<file path="src/huffman_encode_bit_packer_assert.svh">
// Assertion macros for the Huffman encoder with bit packer.
`ifndef HUFFMAN_ENCODE_BIT_PACKER_ASSERT_SVH
`define HUFFMAN_ENCODE_BIT_PACKER_ASSERT_SVH

// Same-cycle implication, disabled during reset.
`define HEP_ASSERT_IMP(lbl, ck, rn, ante, cons, msg) \
  lbl: assert property (@(posedge ck) disable iff (!rn) (ante) |-> (cons)) \
    else $error(msg);

// Next-cycle implication, disabled during reset.
`define HEP_ASSERT_NXT(lbl, ck, rn, ante, cons, msg) \
  lbl: assert property (@(posedge ck) disable iff (!rn) (ante) |=> (cons)) \
    else $error(msg);

`endif

</file>
<file path="src/hep_pkg.sv">
// Shared types and constants for the Huffman encoder with bit packer.
package hep_pkg;

  localparam int MAX_CODE_LEN_DEF = 32;
  localparam int NUM_SYMBOLS_DEF  = 256;
  localparam int FIFO_DEPTH_DEF   = 4;

  localparam int BYTE_W = 8;
  localparam int SYM_W  = 8;
  localparam int WORD_W = 32;
  localparam int LEN_W  = 6;
  localparam int CFG_W  = 32;
  localparam int PEND_W = 7;
  localparam int ACC_W  = PEND_W + WORD_W;
  localparam int CNT_W  = 6;

  typedef enum logic [1:0] {
    CMD_LOAD   = 2'd0,
    CMD_START  = 2'd1,
    CMD_ENCODE = 2'd2,
    CMD_FLUSH  = 2'd3
  } cmd_t;

  typedef struct packed {
    logic [1:0]        command;
    logic [SYM_W-1:0]  symbol;
    logic [WORD_W-1:0] code_bits;
    logic [LEN_W-1:0]  code_length;
  } in_item_t;

  typedef struct packed {
    logic [BYTE_W-1:0] out_byte;
    logic              last;
  } out_item_t;

  // Work handed from front to back; word holds the header value for start.
  typedef struct packed {
    cmd_t              cmd;
    logic [LEN_W-1:0]  len;
    logic [WORD_W-1:0] word;
  } job_t;

  typedef struct packed {
    logic             busy;
    logic [CNT_W-1:0] cnt;
  } bk_stat_t;

endpackage

</file>
<file path="src/hep_fifo.sv">
// Short job queue between the front end and the packer.
module hep_fifo #(
  parameter int DEPTH = hep_pkg::FIFO_DEPTH_DEF
) (
  input  logic          clk,
  input  logic          rst_n,
  input  logic          push_valid,
  output logic          push_ready,
  input  hep_pkg::job_t push_data,
  output logic          pop_valid,
  input  logic          pop_ready,
  output hep_pkg::job_t pop_data
);
  import hep_pkg::*;

  localparam int PW = $clog2(DEPTH);
  localparam int CW = $clog2(DEPTH + 1);

  logic          push;
  logic          pop;
  logic [PW-1:0] wr_ptr_r, wr_ptr_nxt;
  logic [PW-1:0] rd_ptr_r, rd_ptr_nxt;
  logic [CW-1:0] count_r, count_nxt;
  job_t          head_r;
  job_t          mem [DEPTH];

  always_comb begin
    push_ready = count_r != CW'(DEPTH);
    pop_valid  = count_r != '0;
    pop_data   = head_r;
    push       = push_valid && push_ready;
    pop        = pop_valid && pop_ready;
    wr_ptr_nxt = wr_ptr_r;
    rd_ptr_nxt = rd_ptr_r;
    if (push) begin
      wr_ptr_nxt = (wr_ptr_r == PW'(DEPTH - 1)) ? '0 : wr_ptr_r + 1'b1;
    end
    if (pop) begin
      rd_ptr_nxt = (rd_ptr_r == PW'(DEPTH - 1)) ? '0 : rd_ptr_r + 1'b1;
    end
    count_nxt = count_r;
    if (push && !pop) begin
      count_nxt = count_r + 1'b1;
    end else if (pop && !push) begin
      count_nxt = count_r - 1'b1;
    end
  end

  always_ff @(posedge clk) begin
    if (!rst_n) begin
      wr_ptr_r <= '0;
      rd_ptr_r <= '0;
      count_r  <= '0;
    end else begin
      wr_ptr_r <= wr_ptr_nxt;
      rd_ptr_r <= rd_ptr_nxt;
      count_r  <= count_nxt;
    end
  end

  always_ff @(posedge clk) begin
    if (push) begin
      mem[wr_ptr_r] <= push_data;
    end
    // head entry; the incoming job goes straight through when it lands at the head
    if (push && (wr_ptr_r == rd_ptr_nxt)) begin
      head_r <= push_data;
    end else begin
      head_r <= mem[rd_ptr_nxt];
    end
  end

endmodule

</file>
<file path="config.mk">
export PLATFORM = sky130hd
export DESIGN_NAME = hep_fifo
export DESIGN_NICKNAME = d
export VERILOG_FILES = /design/src/huffman_encode_bit_packer_assert.svh /design/src/hep_pkg.sv /design/src/hep_fifo.sv
export SDC_FILE = /design/constraint.sdc
export NUM_CORES = 1
export LEC_CHECK = 0
export BUFFER_PORTS_ARGS = -buffer_cell sky130_fd_sc_hd__buf_2
export CAP_MARGIN = 15
export CORE_MARGIN = 5
export CORE_UTILIZATION = 51
export CTS_CLUSTER_SIZE = 12
export DETAILED_ROUTE_END_ITERATION = 16
export GPL_TIMING_DRIVEN = 0
export MAX_ROUTING_LAYER = met4
export PLACE_DENSITY = 0.83
export SLEW_MARGIN = 20
export SYNTH_ARGS = -nofsm -noshare
export SYNTH_HDL_FRONTEND = slang
export SYNTH_SLANG_ARGS = --single-unit
</file>
<file path="constraint.sdc">
create_clock -name clk -period 2.25 [get_ports clk]
set_input_delay 0 -clock clk [delete_from_list [all_inputs] [get_ports clk]]
set_output_delay 0 -clock clk [all_outputs]
set_load 0.1 [all_outputs]
</file>
Word level (Yosys, flattened, before mapping)
Memory sizes are Yosys's and may differ from the RTL's. A register that Yosys moved wholly into a read port is not among the register bits.
Index checks and enable logic that the tools add are counted.
{"block": "word_totals", "reg_bits": 7, "ramBits": 160, "inputBits": 44, "out_inout_bits": 42, "memories": 1}
{"block": "classes", "n_addsub": 4, "n_eq_ne": 3, "mux": 7, "n_reduce_logical": 8}
{"memory": "mem", "words": 4, "width": 40, "rd": 1, "rd_clocked_by_memory_dff": 1, "write_ports": 1, "line_no": "hep_fifo.sv:25", "rtl": "job_t mem [DEPTH];"}
{"operator": "$mux W2", "n": 3}
{"operator": "$mux W3", "n": 2}
{"operator": "$add A2 B1 Y2 const B", "n": 2}
{"operator": "$eq A2 B2 Y1 const B", "n": 2}
{"operator": "$logic_and A1 B1 Y1", "n": 4}
{"operator": "$add A3 B1 Y3 const B", "n": 1}
{"operator": "$ne A3 B3 Y1 const B", "n": 1}
{"operator": "$reduce_bool A3 Y1", "n": 1}
{"operator": "$sub A3 B1 Y3 const B", "n": 1}
{"operator": "$logic_not A1 Y1", "n": 2}
{"operator": "$mux W1", "n": 2}
{"operator": "$reduce_bool A2 Y1", "n": 1}

Longest topological paths before layout
{"block": "depth", "word_depth": 6, "ltp_mapped": 9, "depth_no_buf": 8}

Worst setup path before layout
Ideal clock, no wire load.
{"block": "synth_timing", "path_type": "register -> register", "from": "register count_r[0]", "to": "register count_r[2]", "setup_ns": 0.076, "t_arrival_ns": 3.052, "required_time_ns": 2.174, "setup_slack_ns": -0.878, "stages_incl_launch_ff": 10, "path_buffers": 1, "path_cell_list": "dfxtp_1 -> or3b_1 -> clkbuf_1 -> and2_4 -> ha_1 -> inv_1 -> fa_1 -> xor2_1 -> or3_2 -> a21boi_0"}
{"block": "synth_between", "elab_chain_cells": 5}
{"element": "start, declared", "line_no": "hep_fifo.sv:23", "rtl": "logic [CW-1:0] count_r, count_nxt;"}
{"element": "start signal, assigned", "line_no": "hep_fifo.sv:57", "rtl": "count_r <= count_nxt;"}
{"element": "$ne A3 B3 Y1 *", "line_no": "hep_fifo.sv:28", "rtl": "push_ready = count_r != CW'(DEPTH);"}
{"element": "named net push_ready", "line_no": "hep_fifo.sv:8", "rtl": "output logic push_ready,"}
{"element": "$logic_and A1 B1 Y1 *", "line_no": "hep_fifo.sv:31", "rtl": "push = push_valid && push_ready;"}
{"element": "named net push", "line_no": "hep_fifo.sv:19", "rtl": "logic push;"}
{"element": "$logic_not A1 Y1", "line_no": "hep_fifo.sv:44", "rtl": "end else if (pop && !push) begin"}
{"element": "$logic_and A1 B1 Y1", "line_no": "hep_fifo.sv:44"}
{"element": "$reduce_bool A2 Y1 (no line)"}
The timed path passes the listed nets; every way through them passes the cells marked *. The select of a mux whose other input is x is not followed.
A chain may end at the register's enable or synchronous reset.

Worst setup path in the final report
{"block": "layout_timing", "from": "register count_r[2]", "to": "register count_r[2]"}
{"block": "layout_between", "elab_chain_cells": 5}
{"element": "$ne A3 B3 Y1 *", "line_no": "hep_fifo.sv:28"}
{"element": "$logic_and A1 B1 Y1 *", "line_no": "hep_fifo.sv:31"}
{"element": "named net push", "line_no": "hep_fifo.sv:19"}
{"element": "$logic_not A1 Y1", "line_no": "hep_fifo.sv:44"}
{"element": "$logic_and A1 B1 Y1", "line_no": "hep_fifo.sv:44"}
{"element": "$reduce_bool A2 Y1 (no line)"}
Marks and branches as above.

==> impl_metrics.ini <==
[sta]
fin_skew_ns = 0.00852
hold_viol = 0
max_freq_mhz = 454
slew_headroom_pct = 54.8
final.setup.tns_ns = 0
fin_hold_ws_ns = 0.325
worst_slew_pin_slew_ns = 0.678
drv_slew = 0
finalSetupViolations = 0
finalCritPeriodShare_pct = 97.9
fin_crit_ns = 2.20

[synthesis]
synth_common_cells = edfxtp_1 (160), mux4_2 (40), dfxtp_1 (9), clkbuf_1 (6), ha_1 (6)
synth_nets = 308
synth_top_area_share_pct = 77.0
synth_seq_cells = 169
syn_area_sq_um = 6240
synth_flop_cell = edfxtp_1
synth_top_cell_by_area = edfxtp_1
synth_edf_count = 160
seq_area_frac_synth_pct = 79.9
synth.distinct_cells = 25
syn_area_per_cell_sq_um = 24.3
synth_warnings = 0
synth_most_common_cell = edfxtp_1
netlist_top_cells_area = edfxtp_1 (77%), mux4_2 (14%), dfxtp_1 (2.9%)
syn_inst = 257
synthArstFlopShare_pct = 0

[placement]
dp_hpwl_mm = 7.00
gp_congestion = 0.721
postPlaceCellArea_sq_um = 6970
portBuffers = 85

[final_layout]
fillers = 763
area.growth.synth_to_final_pct = 30.4
fin_area_sq_um = 8140
final_nets = 464
antennaDiodeCount = 0
layout-drive-gt1-share_pct = 44.4
multiInputGateArea_sq_um = 1240
seq_area_sq_um = 4990

[min_path]
holdCritStartpoint = push_data[15]
min_path_type = in -> reg

[floorplanning]
die_h_um = 121
io-pin-count = 86
die_width_um = 121
rows = 40
start_util_pct = 51.9
die_area_sq_um = 14500
core-area_sq_um = 12000

[setup_path]
endpoint_kind = register
r2r-start = count_r[2]
crit_required_ns = 2.60
crit_path_cell_trace = or3b_4, clkbuf_16, and2_4, ha_4, inv_2, fa_2, xor2_2, or3_4, a21boi_1
cp_data_arrival_time_ns = 2.55
slowest_delay_ns = 0.41
crit_fanout = 7
crit_type = reg -> reg
crit_path_start_kind = register
crit_slowest_cell = fa_2
startpoint = count_r[2]

[cts]
ctsRootBufferMaster = clkbuf_16
htree_levels = 4
cts.sinks = 169
cts_tree = yes
clockBufferDepth = 2
path_clk_slew_ns = 0.06
clk-insertion-delay-late_ns = 0.42
cts-buffers-inserted = 17

[detailed_routing]
first_iter_violations = 151
vias = 3104
routed_via_density = 5.42
routedWlPerCell_um = 19.9
antenna_left = 0
drc = 0
finalWirelength_mm = 11.4
firstDrtPassIters = 4

[job]
drv_cap = 0

[global_routing]
grt_start_max_net_pins = 24
gr-total-overflow = 0
grt_first_pass_wirelength_mm = 17.8
grt_pass1_vias = 3347
grtUsageTotal_pct = 17.4
antenna_found_initial = 0

[status]
status = finished clean
## cell usage in the layout, fill, tap and decap left out, types with 2 or more instances in the layout
cell           instances
edfxtp_1             160
buf_2                 85
dlygate4sd3_1         44
mux4_2                40
clkbuf_16             18
buf_4                  8
dfxtp_1                6
clkbuf_1               5
ha_1                   5
clkinvlp_4             5
bufinv_16              5
and3_2                 4
nand2_1                3
buf_12                 3
nor2_1                 2
mux2_2                 2
inv_1                  2
and2_2                 2
mux2i_1                2
o21ai_0                2
clkbuf_8               2
dfxtp_4                2
## final timing paths
kind                 end  slack, ns  depth (start not counted)
max           count_r[2]       0.05                          9
min           mem[3][15]       0.33                          2
max reg2reg   count_r[2]       0.05                          9
min reg2reg  wr_ptr_r[1]       0.51                          2
## final cells by class
class,instances,area share [%]
sequential,169,61.4
multi-input combinational,75,15.2
timing repair buffer,137,12.1
clock buffer,20,5.61
clock inverter,12,2.41
tap,147,2.26
buffer,10,0.922
inverter,3,0.138
## metal layers
layer / track usage (%) / routed length, um / vias up
met5: - / 0 / -
met4: 6.37 / 176 / 0
met3: 4.68 / 484 / 17
met2: 28.5 / 6060 / 79
met1: 20.9 / 4670 / 1619
li1: - / - / 1389
## critical path, delay by kind of cell, from the launching register on
kind                       cells  cell delay, ns
AOI/OAI and AO/OA              1            0.12
xor gates and xnor gates       1            0.21
adders and majority gates      2            0.55
buffers and inverters          2            0.17
DFF                            1            0.36
and+or+nand+nor                3            0.72
## sequential cells by signal, summed over array words and instances, names as in the netlist, named ones only
signal,count
wr_ptr_r,2
mem,160
count_r,3
rd_ptr_r,2
## metrics by stage
stage / utilization [%] / setup WS, ns / instances
after detailed placement: 58.0 / -0.250 / 493
after CTS: 67.3 / 0.0136 / 569
final: 67.8 / 0.0471 / 573
after floorplan: - / 0.00774 / 257
after global placement: 57.3 / -0.571 / 489
after global routing: 67.8 / -0.0171 / 573
## logic make-up (layout without fill, tap and decap cells)
logic type                 after synthesis  after routing  synth area share, %
muxes                                   44             44                 15.1
DFF                                    169            169                 79.9
adders and majority gates                7              7                 1.52
buffers and inverters                   13            182                 1.02
and+or+nand+nor                         18             18                 1.76
AOI/OAI and AO/OA                        4              4                0.401
xor gates and xnor gates                 2              2                0.281
## repair_timing
item | 4_1_cts | 5_1_grt
resized for setup | 5 | 8
cloned | 0 | 0
endpoints found under the hold margin | 169 | 0
setup endpoints to repair | 1 | 2
pin swaps | 1 | 3
buffers inserted | 0 | 4
hold buffers | 44 | 0
Power is not shown: default switching activity piles up to over one toggle a cycle in this logic, so the estimate is an artifact.
