### src/huffman_encode_bit_packer_assert.svh
// Assertion macros for the Huffman encoder with bit packer.
`ifndef HUFFMAN_ENCODE_BIT_PACKER_ASSERT_SVH
`define HUFFMAN_ENCODE_BIT_PACKER_ASSERT_SVH

// Same-cycle implication, disabled during reset.
`define HEP_ASSERT_IMP(lbl, ck, rn, ante, cons, msg) \
  lbl: assert property (@(posedge ck) disable iff (!rn) (ante) |-> (cons)) \
    else $error(msg);

// Next-cycle implication, disabled during reset.
`define HEP_ASSERT_NXT(lbl, ck, rn, ante, cons, msg) \
  lbl: assert property (@(posedge ck) disable iff (!rn) (ante) |=> (cons)) \
    else $error(msg);

`endif

### src/hep_pkg.sv
// Shared types and constants for the Huffman encoder with bit packer.
package hep_pkg;

  localparam int MAX_CODE_LEN_DEF = 32;
  localparam int NUM_SYMBOLS_DEF  = 256;
  localparam int FIFO_DEPTH_DEF   = 4;

  localparam int BYTE_W = 8;
  localparam int SYM_W  = 8;
  localparam int WORD_W = 32;
  localparam int LEN_W  = 6;
  localparam int CFG_W  = 32;
  localparam int PEND_W = 7;
  localparam int ACC_W  = PEND_W + WORD_W;
  localparam int CNT_W  = 6;

  typedef enum logic [1:0] {
    CMD_LOAD   = 2'd0,
    CMD_START  = 2'd1,
    CMD_ENCODE = 2'd2,
    CMD_FLUSH  = 2'd3
  } cmd_t;

  typedef struct packed {
    logic [1:0]        command;
    logic [SYM_W-1:0]  symbol;
    logic [WORD_W-1:0] code_bits;
    logic [LEN_W-1:0]  code_length;
  } in_item_t;

  typedef struct packed {
    logic [BYTE_W-1:0] out_byte;
    logic              last;
  } out_item_t;

  // Work handed from front to back; word holds the header value for start.
  typedef struct packed {
    cmd_t              cmd;
    logic [LEN_W-1:0]  len;
    logic [WORD_W-1:0] word;
  } job_t;

  typedef struct packed {
    logic             busy;
    logic [CNT_W-1:0] cnt;
  } bk_stat_t;

endpackage

### src/hep_back.sv
// Back end: bit packer that turns queued work into output bytes.
module hep_back (
  input  logic               clk,
  input  logic               rst_n,
  input  logic               job_valid,
  output logic               job_ready,
  input  hep_pkg::job_t      job,
  output logic               out_valid,
  input  logic               out_ready,
  output hep_pkg::out_item_t out_item,
  output hep_pkg::bk_stat_t  stat
);
  import hep_pkg::*;

  typedef enum logic [1:0] {
    B_IDLE = 2'b01,
    B_EMIT = 2'b10
  } bstate_t;

  function automatic logic [PEND_W-1:0] keep_low(logic [PEND_W-1:0] b, logic [2:0] c);
    logic [BYTE_W-1:0] m;
    m = (BYTE_W'(1) << c) - 1'b1;
    return b & m[PEND_W-1:0];
  endfunction

  bstate_t             state_r, state_nxt;
  logic [ACC_W-1:0]    acc_r, acc_nxt;
  logic [CNT_W-1:0]    cnt_r, cnt_nxt;
  logic [PEND_W-1:0]   pend_bits_r, pend_bits_nxt;
  logic [2:0]          pend_cnt_r, pend_cnt_nxt;
  logic                out_valid_r, out_valid_nxt;
  logic [BYTE_W-1:0]   out_byte_r, out_byte_nxt;
  logic                out_last_r, out_last_nxt;

  logic                out_free;
  logic                emit;
  logic [BYTE_W-1:0]   emit_byte;
  logic                emit_last;
  logic [ACC_W-1:0]    acc_ld;
  logic [CNT_W-1:0]    cnt_ld;
  logic [CNT_W-1:0]    cnt_dec;
  logic [ACC_W-1:0]    emit_sh;
  logic [PEND_W+BYTE_W-1:0] flush_sh;

  always_comb begin
    out_free = !out_valid_r || out_ready;
    acc_ld   = (ACC_W'(pend_bits_r) << job.len) | ACC_W'(job.word);
    cnt_ld   = CNT_W'(pend_cnt_r) + CNT_W'(job.len);
    cnt_dec  = cnt_r - CNT_W'(BYTE_W);
    emit_sh  = acc_r >> cnt_dec;
    // partial byte, zero padded on the right
    flush_sh = (PEND_W + BYTE_W)'(pend_bits_r) << (4'(BYTE_W) - 4'(pend_cnt_r));

    state_nxt     = state_r;
    acc_nxt       = acc_r;
    cnt_nxt       = cnt_r;
    pend_bits_nxt = pend_bits_r;
    pend_cnt_nxt  = pend_cnt_r;
    job_ready     = 1'b0;
    emit          = 1'b0;
    emit_byte     = '0;
    emit_last     = 1'b0;

    unique case (state_r)
      B_IDLE: begin
        if (job_valid) begin
          unique case (job.cmd)
            CMD_START: begin
              if (out_free) begin
                job_ready     = 1'b1;
                emit          = 1'b1;
                emit_byte     = job.word[BYTE_W-1:0];
                emit_last     = 1'b1;
                pend_bits_nxt = '0;
                pend_cnt_nxt  = '0;
              end
            end
            CMD_FLUSH: begin
              if (pend_cnt_r == '0) begin
                job_ready = 1'b1;
              end else if (out_free) begin
                job_ready     = 1'b1;
                emit          = 1'b1;
                emit_byte     = flush_sh[BYTE_W-1:0];
                emit_last     = 1'b1;
                pend_bits_nxt = '0;
                pend_cnt_nxt  = '0;
              end
            end
            CMD_ENCODE: begin
              job_ready = 1'b1;
              if (cnt_ld >= CNT_W'(BYTE_W)) begin
                state_nxt = B_EMIT;
                acc_nxt   = acc_ld;
                cnt_nxt   = cnt_ld;
              end else begin
                pend_bits_nxt = keep_low(acc_ld[PEND_W-1:0], cnt_ld[2:0]);
                pend_cnt_nxt  = cnt_ld[2:0];
              end
            end
            default: begin
              job_ready = 1'b1;
            end
          endcase
        end
      end
      B_EMIT: begin
        if (out_free) begin
          emit      = 1'b1;
          emit_byte = emit_sh[BYTE_W-1:0];
          cnt_nxt   = cnt_dec;
          if (cnt_dec < CNT_W'(BYTE_W)) begin
            emit_last     = 1'b1;
            pend_bits_nxt = keep_low(acc_r[PEND_W-1:0], cnt_dec[2:0]);
            pend_cnt_nxt  = cnt_dec[2:0];
            state_nxt     = B_IDLE;
          end
        end
      end
      default: begin
        state_nxt = B_IDLE;
      end
    endcase

    out_valid_nxt = out_valid_r;
    out_byte_nxt  = out_byte_r;
    out_last_nxt  = out_last_r;
    if (emit) begin
      out_valid_nxt = 1'b1;
      out_byte_nxt  = emit_byte;
      out_last_nxt  = emit_last;
    end else if (out_ready) begin
      out_valid_nxt = 1'b0;
    end

    out_valid         = out_valid_r;
    out_item.out_byte = out_byte_r;
    out_item.last     = out_last_r;
    stat.busy         = state_r == B_EMIT;
    stat.cnt          = cnt_r;
  end

  always_ff @(posedge clk) begin
    if (!rst_n) begin
      state_r     <= B_IDLE;
      pend_bits_r <= '0;
      pend_cnt_r  <= '0;
      out_valid_r <= 1'b0;
    end else begin
      state_r     <= state_nxt;
      pend_bits_r <= pend_bits_nxt;
      pend_cnt_r  <= pend_cnt_nxt;
      out_valid_r <= out_valid_nxt;
    end
  end

  always_ff @(posedge clk) begin
    acc_r      <= acc_nxt;
    cnt_r      <= cnt_nxt;
    out_byte_r <= out_byte_nxt;
    out_last_r <= out_last_nxt;
  end

endmodule

### config.mk
export PLATFORM = sky130hd
export DESIGN_NAME = hep_back
export DESIGN_NICKNAME = d
export VERILOG_FILES = /design/src/huffman_encode_bit_packer_assert.svh /design/src/hep_pkg.sv /design/src/hep_back.sv
export SDC_FILE = /design/constraint.sdc
export NUM_CORES = 1
export LEC_CHECK = 0
export ABC_AREA = 1
export BUFFER_PORTS_ARGS = -buffer_cell sky130_fd_sc_hd__clkbuf_2
export CAP_MARGIN = 20
export CORE_UTILIZATION = 65
export DETAILED_ROUTE_END_ITERATION = 6
export PLACE_DENSITY = 0.95
export SLEW_MARGIN = 20
export SYNTH_ARGS = -nofsm -noshare
export SYNTH_HDL_FRONTEND = slang
export SYNTH_SLANG_ARGS = --single-unit
### constraint.sdc
create_clock -name clk -period 11.1 [get_ports clk]
set_input_delay 0.555 -clock clk [delete_from_list [all_inputs] [get_ports clk]]
set_output_delay 0.555 -clock clk [all_outputs]
set_load 0.005 [all_outputs]
# After elaboration in Yosys (flattened, before gate mapping)
# Index checks and enable logic that the tools add are counted.
[classes]
n_lt_le_gt_ge = 2
bitwise_logic = 3
n_addsub = 5
reduce_logical = 9
n_mux = 48
shifts = 5
n_eq_ne = 13
[ops]
columns = ["op", "n"]
rows = [
  ["$mux W7", 6],
  ["$mux W8", 5],
  ["$or A39 B32 Y39", 1],
  ["$shl A7 B6 Y39", 1],
  ["$shr A39 B6 Y8", 1],
  ["$pmux W8 S2", 2],
  ["$mux W6", 4],
  ["$pmux W7 S3", 1],
  ["$mux W3", 6],
  ["$and A7 B7 Y7", 2],
  ["$pmux W7 S2", 1],
  ["$shl A1 B3 Y7 const A", 2],
  ["$sub A7 B1 Y7 const B", 2],
  ["$pmux W6 S2", 1],
  ["$mux W1", 10],
  ["$mux W2", 5],
  ["$reduce_and A5 Y1", 2],
  ["$pmux W3 S3", 1],
  ["$pmux W1 S2", 4],
  ["$shl A7 B4 Y8", 1],
  ["$reduce_and A7 Y1", 1],
  ["$add A3 B6 Y6", 1],
  ["$eq A2 B2 Y1 const B", 3],
  ["$ge A6 B4 Y1 const B", 1],
  ["other kinds (15)", 21],
]
[word_totals]
word_cells = 93
input_bits = 44
register_bits = 67

# Logic depth before layout (Yosys ltp)
# Gate-level depths: netlist of the first run.
[depth]
depth_word = 8
ltp_mapped = 15

# Worst setup path after synthesis of the first run
# No wires, ideal clock.
[synth_path]
path_kind = "input to register"
start = "in job[32] (netlist bit)"
end = "reg acc_r[0] (enable)"
path_stages = 9
slack_ps = 7358
arrival_time_ps = 3307
cell_sequence = "ha_1 -> fa_1 -> nand2_1 -> a21oi_2 -> xor2_1 -> nor2_1 -> nand2_2 -> nand2_1 -> nor2_1"
[synth_between]
elab_chain_len = 3
[synth_lines]
columns = ["item", "line", "rtl"]
rows = [
  ["start: declaration", "hep_back.sv:7", "input hep_pkg::job_t job,"],
  ["$add A3 B6 Y6", "hep_back.sv:48", "cnt_ld = CNT_W'(pend_cnt_r) + CNT_W'(job.len);"],
  ["$ge A6 B4 Y1", "hep_back.sv:92", "if (cnt_ld >= CNT_W'(BYTE_W)) begin"],
  ["$reduce_and A4 Y1 (no line)", "--", ""],
  ["end signal: assignment", "hep_back.sv:158", "acc_r <= acc_nxt;"],
  ["end: declaration", "hep_back.sv:27", "logic [ACC_W-1:0] acc_r, acc_nxt;"],
]
# Every way passes these cells.
# A chain may end at the register's enable or synchronous reset.

# Worst setup path after layout of the first run
[layout_path]
start = "reg pend_cnt_r[0]"
end = "reg acc_r[34] (enable)"
[layout_between]
elab_chain_len = 3
[layout_lines]
columns = ["item", "line", "rtl"]
rows = [
  ["start: declaration", "hep_back.sv:30", "logic [2:0] pend_cnt_r, pend_cnt_nxt;"],
  ["start signal: assignment", "hep_back.sv:152", "pend_cnt_r <= pend_cnt_nxt;"],
  ["$add A3 B6 Y6", "hep_back.sv:48", ""],
  ["$ge A6 B4 Y1", "hep_back.sv:92", ""],
  ["$reduce_and A4 Y1 (no line)", "--", ""],
]
# Every way passes these cells.

==> impl_metrics.json, run 1 <==
{
  "status": "finished clean",
  "synth_area_leaders": "edfxtp_1 28%, nand2_1 20%, nand3_1 11%, dfxtp_1 4.5%, inv_1 4.4%",
  "ctsResizeCount": 0,
  "grt_use_total": 0.3910,
  "synthXorXnorAreaFrac": 0.004568,
  "grt_util_met2": 0.6111,
  "cp_max_fo": 39,
  "start_util": 0.6862,
  "report.final.slew_viol_count": 0,
  "ir_worst_vdd_mv": 0.1261,
  "fin_worst_skew_ps": 17.07,
  "cp-start-kind": "flip-flop",
  "rows": 33,
  "whs_ps": 468.3,
  "vias": 6332,
  "synth_edf_count": 54,
  "postSynthCellCount": 888,
  "antennaDiodeCount": 0,
  "dp_slack_ps": 7779,
  "yosys.area.top_type_share": 0.2819,
  "synth_seq_cells": 67,
  "drtIter0Drc": 622,
  "die-width_um": 96.07,
  "syn_area_mm2": 0.005752,
  "synth_common_cells": "304 x nand2_1, 121 x nand3_1, 68 x inv_1",
  "cts_htree_levels": 3,
  "p_leak_nw": 2.819,
  "dr.pass1.iters": 6,
  "cts_tree": "built",
  "setup_tns_ps": 0,
  "port-buffer-count": 61,
  "required_ps": 11060,
  "maxCapViolCount": 0,
  "nets": 968,
  "synthMuxAreaShare": 0.003481,
  "gp_congestion": 0.9957,
  "rsz0062_at_grt": "false",
  "route.detailed.drc": 0,
  "hold_viol_final": 0,
  "grt_max_degree": 47,
  "regToRegSetupSlack_ps": 8040,
  "min_period_over_period": 0.2757,
  "clk_pin_slew_ps": 80,
  "post-route-util": 0.7374,
  "syn_area_per_cell_um2": 6.477,
  "final-setup-viol-count": 0,
  "hold_class": "in2reg",
  "synth_top_family_by_area": "simple AND/OR/NAND/NOR gates",
  "critical_path_arrival_ps": 3020,
  "syn2layout_area_growth_pct": 7.461,
  "worst-setup-path-type": "reg2reg",
  "synthSimpleGateAreaFrac": 0.3837,
  "post_cts_buffers": 0,
  "powerDensity_mw_per_mm2": 228.7,
  "synthArstFlopShare": 0,
  "yosysSeqAreaShare": 0.3272,
  "grt_pass1_vias": 5425,
  "setup_ws_ps": 8040,
  "slew_headroom": 0.3203,
  "synth_compound_area_frac": 0.1586,
  "layout-drive-gt1-share": 0.1231,
  "cp-end-kind": "flip-flop",
  "grt_util_met3": 0.06872,
  "hold_buffers": 0,
  "place_hpwl_um": 12380,
  "cts-root-buf": "clkbuf_8",
  "coreArea_mm2": 0.008382,
  "cts.sinks": 67,
  "clock_latency_ps": 360,
  "ant_nets": 0,
  "antenna_found_initial": 0,
  "dieArea_mm2": 0.009229,
  "numCtsBuffers": 9,
  "synth.net_count": 943,
  "grt_pass1_wl_um": 26880,
  "synth.distinct_cells": 43,
  "busiest_layer": "met2",
  "yosys.area_share.adder": 0.02523,
  "fin_crit_ps": 3060,
  "yosysWarnings": 0,
  "fp.dieH_um": 96.07,
  "grt_overflow_total": 0,
  "wl_per_cell_um": 16.38,
  "clk_path_buf_depth": 2,
  "synth.most_common_cell": "nand2_1",
  "synth_top_flop_cell": "edfxtp_1",
  "worst_pin_slew_ps": 1017,
  "io_pins": 62,
  "fmax_ghz": 0.3268,
  "yosysTopAreaCell": "edfxtp_1",
  "met1_usage": 0.5411,
  "wl_um": 16760,
  "post_drt_via_cell_ratio": 6.190
}
-- report_power, final --
part | switching (mW) | internal, mW | total, mW
Combinational | 0.565 | 0.250 | 0.815
Sequential | 0.0417 | 0.329 | 0.371
Clock | 0.101 | 0.127 | 0.228
Total | 0.708 | 0.706 | 1.41
-- worst paths after layout --
check,from,endpoint,cells past startpoint
max reg2reg,pend_cnt_r[0],acc_r[34],9
max,pend_cnt_r[0],acc_r[34],9
min,job[27],acc_r[27],2
min reg2reg,state_r[1],state_r[1],2
-- critical path, cell delays in order (launching register included) --
cell	delay (ps)
dfxtp_1	610
ha_1	310
fa_1	230
nand2_1	80
a21oi_2	140
xor2_1	220
nor2_1	90
nand2_2	80
nand2_1	100
nor2_4	780
-- logic make-up (layout without fill, tap and decap cells) --
kind of cell / after synthesis / in the layout
adders and majority gates: 11 / 11
muxes: 2 / 2
and+or+nand+nor: 520 / 520
xor gates and xnor gates: 3 / 3
DFF: 67 / 67
buffers and inverters: 131 / 161
AOI/OAI and AO/OA: 154 / 154
-- layout make-up --
| class | instances | area (um^2) |
|---|---|---|
| fillers | 696 | 2201 |
| repair buffers | 64 | 327.8 |
| well taps | 105 | 131.4 |
| flip-flops and latches | 67 | 1882 |
| clock buffers | 10 | 127.6 |
| inverters | 81 | 304.0 |
| clock inverters | 6 | 90.09 |
| multi-input cells | 690 | 3318 |
-- per-stage QoR --
step           std cells  cell area [um^2]  power, mW
2_1_floorplan        888              5752     0.9958
5_1_grt             1023              6181      1.526
4_1_cts             1023              6181      1.388
6_report            1023              6181      1.414
3_5_place_dp        1007              5963      1.162
3_3_place_gp        1007              5963      1.148
-- state kept, by name (all words and copies together), names as in the netlist --
| register | cells |
|---|---|
| acc_r | 39 |
| out_last_r | 1 |
| pend_cnt_r | 3 |
| cnt_r | 6 |
| state_r | 2 |
| out_valid | 1 |
| pend_bits_r | 7 |
| out_byte_r | 8 |
-- metal layers --
metal	up-vias	part of all wire
li1	3006	-
met1	2811	0.39
met2	446	0.46
met3	69	0.12
met4	0	0.038
met5	-	0
-- cell usage in the layout (no fill, tap or decap), types with 11 or more instances in the layout --
cell type	Yosys	layout
inv_2	11	11
o21bai_1	20	20
a21oi_1	31	31
nand4_1	12	12
clkbuf_2	0	61
inv_1	68	68
dfxtp_1	13	13
o21ai_1	24	24
o21ai_0	44	44
edfxtp_1	54	54
nand3_1	121	121
nand2_1	304	304
nor2_1	59	58
Note: power is estimated with default switching activity, not from simulation.
==> inputs of run 2 (changes only) <==
--- a/config.mk
+++ b/config.mk
@@ -8,9 +8,9 @@
 export ABC_AREA = 1
 export BUFFER_PORTS_ARGS = -buffer_cell sky130_fd_sc_hd__clkbuf_2
 export CAP_MARGIN = 20
-export CORE_UTILIZATION = 65
+export CORE_UTILIZATION = 60
 export DETAILED_ROUTE_END_ITERATION = 6
-export PLACE_DENSITY = 0.95
+export PLACE_DENSITY = 0.92
 export SLEW_MARGIN = 20
 export SYNTH_ARGS = -nofsm -noshare
 export SYNTH_HDL_FRONTEND = slang
==> constraint.sdc (replaced) <==
create_clock -name clk -period 3 [get_ports clk]
set_input_delay 0.15 -clock clk [delete_from_list [all_inputs] [get_ports clk]]
set_output_delay 0.15 -clock clk [all_outputs]
set_load 0.005 [all_outputs]
==> run 2 against run 1 <==
Against the previous run:
- sequential share of layout area decreased by 0.26 points
- clock power rose to 3.0 times the previous value
- critical path type unchanged
- non-clock buffer count up 7
- design area is 0.87% higher
- largest cell class unchanged
==> impl_metrics.json, run 2 (synthesis results as in run 1) <==
{
  "place_hpwl_um": 12260,
  "post_drt_via_cell_ratio": 5.932,
  "grt_overflow_total": 0,
  "syn2layout_area_growth_pct": 8.397,
  "cts.sinks": 67,
  "status": "finished clean",
  "report.final.slew_viol_count": 0,
  "layout-drive-gt1-share": 0.1308,
  "fmax_ghz": 0.3952,
  "cts-root-buf": "clkbuf_8",
  "grt_pass1_vias": 5619,
  "ant_nets": 0,
  "clock_latency_ps": 350,
  "drtIter0Drc": 694,
  "fin_crit_ps": 2530,
  "mostFrequentLayoutCells": "304 x nand2_1, 121 x nand3_1, 68 x inv_1, 61 x clkbuf_2, 58 x nor2_1",
  "die-width_um": 99.91,
  "cp_max_fo": 14,
  "rows": 35,
  "cts_tree": "built",
  "maxCapViolCount": 0,
  "required_ps": 3210,
  "clk_pin_slew_ps": 80,
  "hold_viol_final": 0,
  "grt_max_degree": 47,
  "cp-start-kind": "flip-flop",
  "p_leak_nw": 2.829,
  "dr.pass1.iters": 6,
  "hold_class": "in2reg",
  "powerDensity_mw_per_mm2": 825.0,
  "io_pins": 62,
  "post_cts_buffers": 0,
  "post-route-util": 0.6716,
  "worst-setup-path-type": "reg2reg",
  "final-setup-viol-count": 0,
  "grt_pass1_wl_um": 26870,
  "port-buffer-count": 61,
  "numCtsBuffers": 9,
  "antenna_found_initial": 0,
  "regMostFlops": "acc_r",
  "layout_commonest_cell": "nand2_1",
  "nets": 975,
  "route.detailed.drc": 0,
  "largest_reg_flops": 39,
  "start_util": 0.6195,
  "grt_use_total": 0.3443,
  "rsz0062_at_grt": "false",
  "fin_worst_skew_ps": 10.89,
  "dieArea_mm2": 0.009982,
  "wl_um": 16540,
  "slew_headroom": 0.5516,
  "clk_path_buf_depth": 2,
  "cp-end-kind": "flip-flop",
  "gp_congestion": 0.9722,
  "regToRegSetupSlack_ps": 470,
  "antennaDiodeCount": 0,
  "largest_registers": "acc_r (39), out_byte_r (8), pend_bits_r (7)",
  "worst_pin_slew_ps": 671.7,
  "ir_worst_vdd_mv": 0.4965,
  "hold_buffers": 0,
  "vias": 6252,
  "fp.dieH_um": 99.91,
  "wl_per_cell_um": 15.69,
  "setup_tns_ps": 0,
  "cts_htree_levels": 3,
  "ctsResizeCount": 0,
  "coreArea_mm2": 0.009284,
  "whs_ps": 66.36,
  "critical_path_arrival_ps": 2740,
  "min_period_over_period": 0.8434
}
run 2: cell types whose count changed in the layout (fill, tap and decap cells not counted), sizes merged:
cell and change:
clkinv -2, bufinv -2, clkinvlp +3, buf +7, inv +2, clkbuf -1
run 2: report_power, final:
group          internal [mW]  switching, mW  leakage, nW  total, mW
Sequential              1.22          0.132        0.604       1.35
Clock                  0.303          0.386       0.0783      0.689
Combinational          0.958           2.15         2.15       3.11
run 2: area by class of cell:
class                   count  area, um^2
fillers                   829        3049
well taps                 129       161.4
flip-flops and latches     67        1882
clock inverters             7       52.55
clock buffers               9       123.9
multi-input cells         690        3318
repair buffers             71       392.9
inverters                  81       304.0
run 2: critical path: stages (launching register included):
cell     delay, ps
dfxtp_1        340
inv_1           80
ha_1           480
inv_1          340
nor2_1         350
inv_1          100
a21oi_2        470
inv_2           90
a21oi_1        140
run 2: worst paths after layout:
check	cells after the start	end	from
setup reg to reg	8	out_last_r	state_r[0]
hold / removal	2	acc_r[25]	job[25]
hold reg to reg	2	state_r[1]	state_r[1]
setup / recovery	8	out_last_r	state_r[0]
run 2: through the flow:
| step | instance area [um^2] | total power, mW | setup slack, ps | cells |
|---|---|---|---|---|
| 2_1_floorplan | 5754 | 3.685 | 115.1 | 888 |
| 3_3_place_gp | 6058 | 4.290 | 632.6 | 1038 |
| 3_5_place_dp | 6058 | 4.354 | 576.1 | 1038 |
| 4_1_cts | 6235 | 5.043 | 578.7 | 1054 |
| 5_1_grt | 6235 | 5.555 | 342.0 | 1054 |
| 6_report | 6235 | 5.143 | 469.9 | 1054 |
run 2: routing by layer:
layer,vias to the layer above,GRT usage,routed length [um]
li1,3028,-,-
met2,413,0.5554,7725
met5,-,0,0
met3,55,0.06267,1769
met1,2756,0.4601,6471
met4,0,0.1357,572
==> inputs of run 3 (changes only) <==
--- a/config.mk
+++ b/config.mk
@@ -8,9 +8,9 @@
 export ABC_AREA = 1
 export BUFFER_PORTS_ARGS = -buffer_cell sky130_fd_sc_hd__clkbuf_2
 export CAP_MARGIN = 20
-export CORE_UTILIZATION = 60
+export CORE_UTILIZATION = 55
 export DETAILED_ROUTE_END_ITERATION = 6
-export PLACE_DENSITY = 0.92
+export PLACE_DENSITY = 0.89
 export SLEW_MARGIN = 20
 export SYNTH_ARGS = -nofsm -noshare
 export SYNTH_HDL_FRONTEND = slang
==> constraint.sdc (replaced) <==
create_clock -name clk -period 2.1 [get_ports clk]
set_input_delay 0.105 -clock clk [delete_from_list [all_inputs] [get_ports clk]]
set_output_delay 0.105 -clock clk [all_outputs]
set_load 0.005 [all_outputs]
==> run 3 against run 2 <==
Against the previous run:
- the run now ends with DRC, setup timing left
- first-iteration DRC count decreased by 3.9%
- highest routed layer unchanged
- critical path depth increased by 2
- wire length increased by 9.9%
- sequential cell count unchanged
- critical path type unchanged
- hold slack got worse by 49 ps
- design area increased by 10%
- clock power increased by 90%
- die area increased by 8.9%
- register-to-register slack got worse by 530 ps
- via count increased by 4.8%
- maximum frequency increased by 17%
==> impl_metrics.json, run 3 (synthesis results as in run 1) <==
{
  "clk_pin_slew_ps": 80,
  "cp_max_fo": 20,
  "grt_pass1_wl_um": 27430,
  "port-buffer-count": 61,
  "grt_max_degree": 45,
  "holdPathStages": 2,
  "die-width_um": 104.3,
  "grt_pass1_vias": 5679,
  "largest_reg_flops": 39,
  "intPower_mw": 4.399,
  "regMostFlops": "acc_r",
  "antenna_found_initial": 0,
  "p_switching_mw": 4.114,
  "required_ps": 2170,
  "status": "complete, but fails checks",
  "powerDensity_mw_per_mm2": 1242,
  "worst_pin_slew_ps": 509.4,
  "hold-path-endpoint": "acc_r[9]",
  "maxCapViolCount": 0,
  "largest_registers": "acc_r (39), out_byte_r (8), pend_bits_r (7)",
  "p_clk_frac": 0.154,
  "min_period_over_period": 1.030,
  "cts.sinks": 67,
  "wl_um": 18170,
  "grt_overflow_total": 0,
  "wl_per_cell_um": 16.55,
  "ir_worst_vdd_mv": 0.6536,
  "fmax_ghz": 0.4623,
  "p_comb_frac": 0.617,
  "seqPwrFrac": 0.229,
  "antennaDiodeCount": 0,
  "report.final.slew_viol_count": 0,
  "p_leak_nw": 3.121,
  "reg2reg_to": "acc_r[17]",
  "io_pins": 62,
  "numCtsBuffers": 9,
  "drtIter0Drc": 667,
  "fp.dieH_um": 104.3,
  "violations": "DRC, setup timing",
  "placed_cell_area_mm2": 0.006337,
  "final-setup-viol-count": 40,
  "cts-root-buf": "clkbuf_8",
  "rows": 36,
  "cts_htree_levels": 3,
  "nets": 1015,
  "dr.pass1.iters": 7,
  "coreArea_mm2": 0.009955,
  "layout-drive-gt1-share": 0.1969,
  "hold_class": "in2reg",
  "clock_latency_ps": 360,
  "hold_viol_final": 0,
  "design_area_mm2": 0.006855,
  "clk_path_buf_depth": 2,
  "setup_ws_ps": -63.03,
  "grt_use_total": 0.3175,
  "worstRegToRegCells": 10,
  "slew_headroom": 0.6596,
  "rsz0062_at_grt": "true",
  "dieArea_mm2": 0.01087,
  "hp-start": "job[9]",
  "mostFrequentLayoutCells": "298 x nand2_1, 119 x nand3_1, 67 x inv_1, 61 x clkbuf_2, 54 x edfxtp_1",
  "vias": 6552,
  "worst-setup-path-type": "reg2reg",
  "r2r_start": "pend_cnt_r[0]",
  "cp-end-kind": "flip-flop",
  "start_util": 0.5778,
  "layout_commonest_cell": "nand2_1",
  "place_hpwl_um": 13100,
  "critical_path_arrival_ps": 2230,
  "whs_ps": 17.72,
  "switching_share": 0.4833,
  "gp_congestion": 1.043,
  "fin_worst_skew_ps": 6.839,
  "fin_crit_ps": 2163,
  "post_drt_via_cell_ratio": 5.967,
  "syn2layout_area_growth_pct": 19.19,
  "regToRegSetupSlack_ps": -60,
  "route.detailed.drc": 10,
  "cts_tree": "built",
  "ant_nets": 0,
  "cp-start-kind": "flip-flop"
}
==> run 3: worst max path at each step <==
stage | from | end | slack [ps] | depth (start not counted)
floorplan | pend_cnt_r[0] | acc_r[0] | -260 | 9
global placement | pend_cnt_r[0] | cnt_r[3] | 50 | 11
detailed placement | pend_cnt_r[0] | cnt_r[1] | 1 | 11
CTS | pend_cnt_r[0] | cnt_r[3] | -20 | 11
global route | pend_cnt_r[0] | pend_bits_r[4] | -170 | 12
finish | pend_cnt_r[0] | acc_r[17] | -60 | 10
==> run 3: metal layers <==
| layer | global-route usage | vias up | routed length [um] |
|---|---|---|---|
| li1 | - | 3099 | - |
| met1 | 0.4271 | 2888 | 7034 |
| met2 | 0.4891 | 484 | 8251 |
| met3 | 0.06454 | 81 | 2118 |
| met4 | 0.1469 | 0 | 769 |
| met5 | 0 | - | 0 |
==> run 3: power groups by stage <==
| stage | clock [mW] | sequential (mW) | combinational (mW) |
|---|---|---|---|
| after floorplan | 0 | 1.90 | 3.38 |
| after global placement | 0 | 1.96 | 4.59 |
| after detailed placement | 0 | 1.97 | 4.64 |
| after CTS | 1.29 | 1.94 | 4.67 |
| after global routing | 1.36 | 1.96 | 5.76 |
| final | 1.31 | 1.95 | 5.26 |
==> run 3: final cells by class <==
cell class / count / area [um^2]
clock buffers: 9 / 123.9
inverters: 81 / 311.5
fillers: 793 / 3099
flip-flops and latches: 67 / 1884
multi-input cells: 692 / 3466
clock inverters: 7 / 115.1
well taps: 133 / 166.4
repair buffers: 109 / 788.3
==> run 3: critical path, stage by stage (launching register included) <==
cell     delay [ps]
dfxtp_2         340
ha_4            170
fa_2            340
nand2_2          70
a21oi_2          50
xor2_1          180
nor2_1           70
nand2_2         110
nand2_4          70
nor2_4          250
buf_12          200
==> run 3: repair_timing <==
action | in CTS | in global routing
buffers inserted | 0 | 4
pin swaps | 0 | 7
hold buffers | 0 | 0
endpoints found under the setup margin | 6 | 66
cloned | 0 | 7
resized for setup | 0 | 43
==> run 3: metrics by stage <==
stage / power, mW / instances / utilization / setup slack, ps / TNS, ps
floorplan: 5.282 / 888 / - / -258.2 / -10070
global placement: 6.553 / 1071 / 0.6366 / 47.47 / 0
detailed placement: 6.601 / 1071 / 0.6366 / 1.161 / 0
CTS: 7.901 / 1087 / 0.6606 / -24.94 / -124.1
global route: 9.091 / 1098 / 0.6887 / -165.1 / -5792
finish: 8.514 / 1098 / 0.6887 / -63.03 / -1912
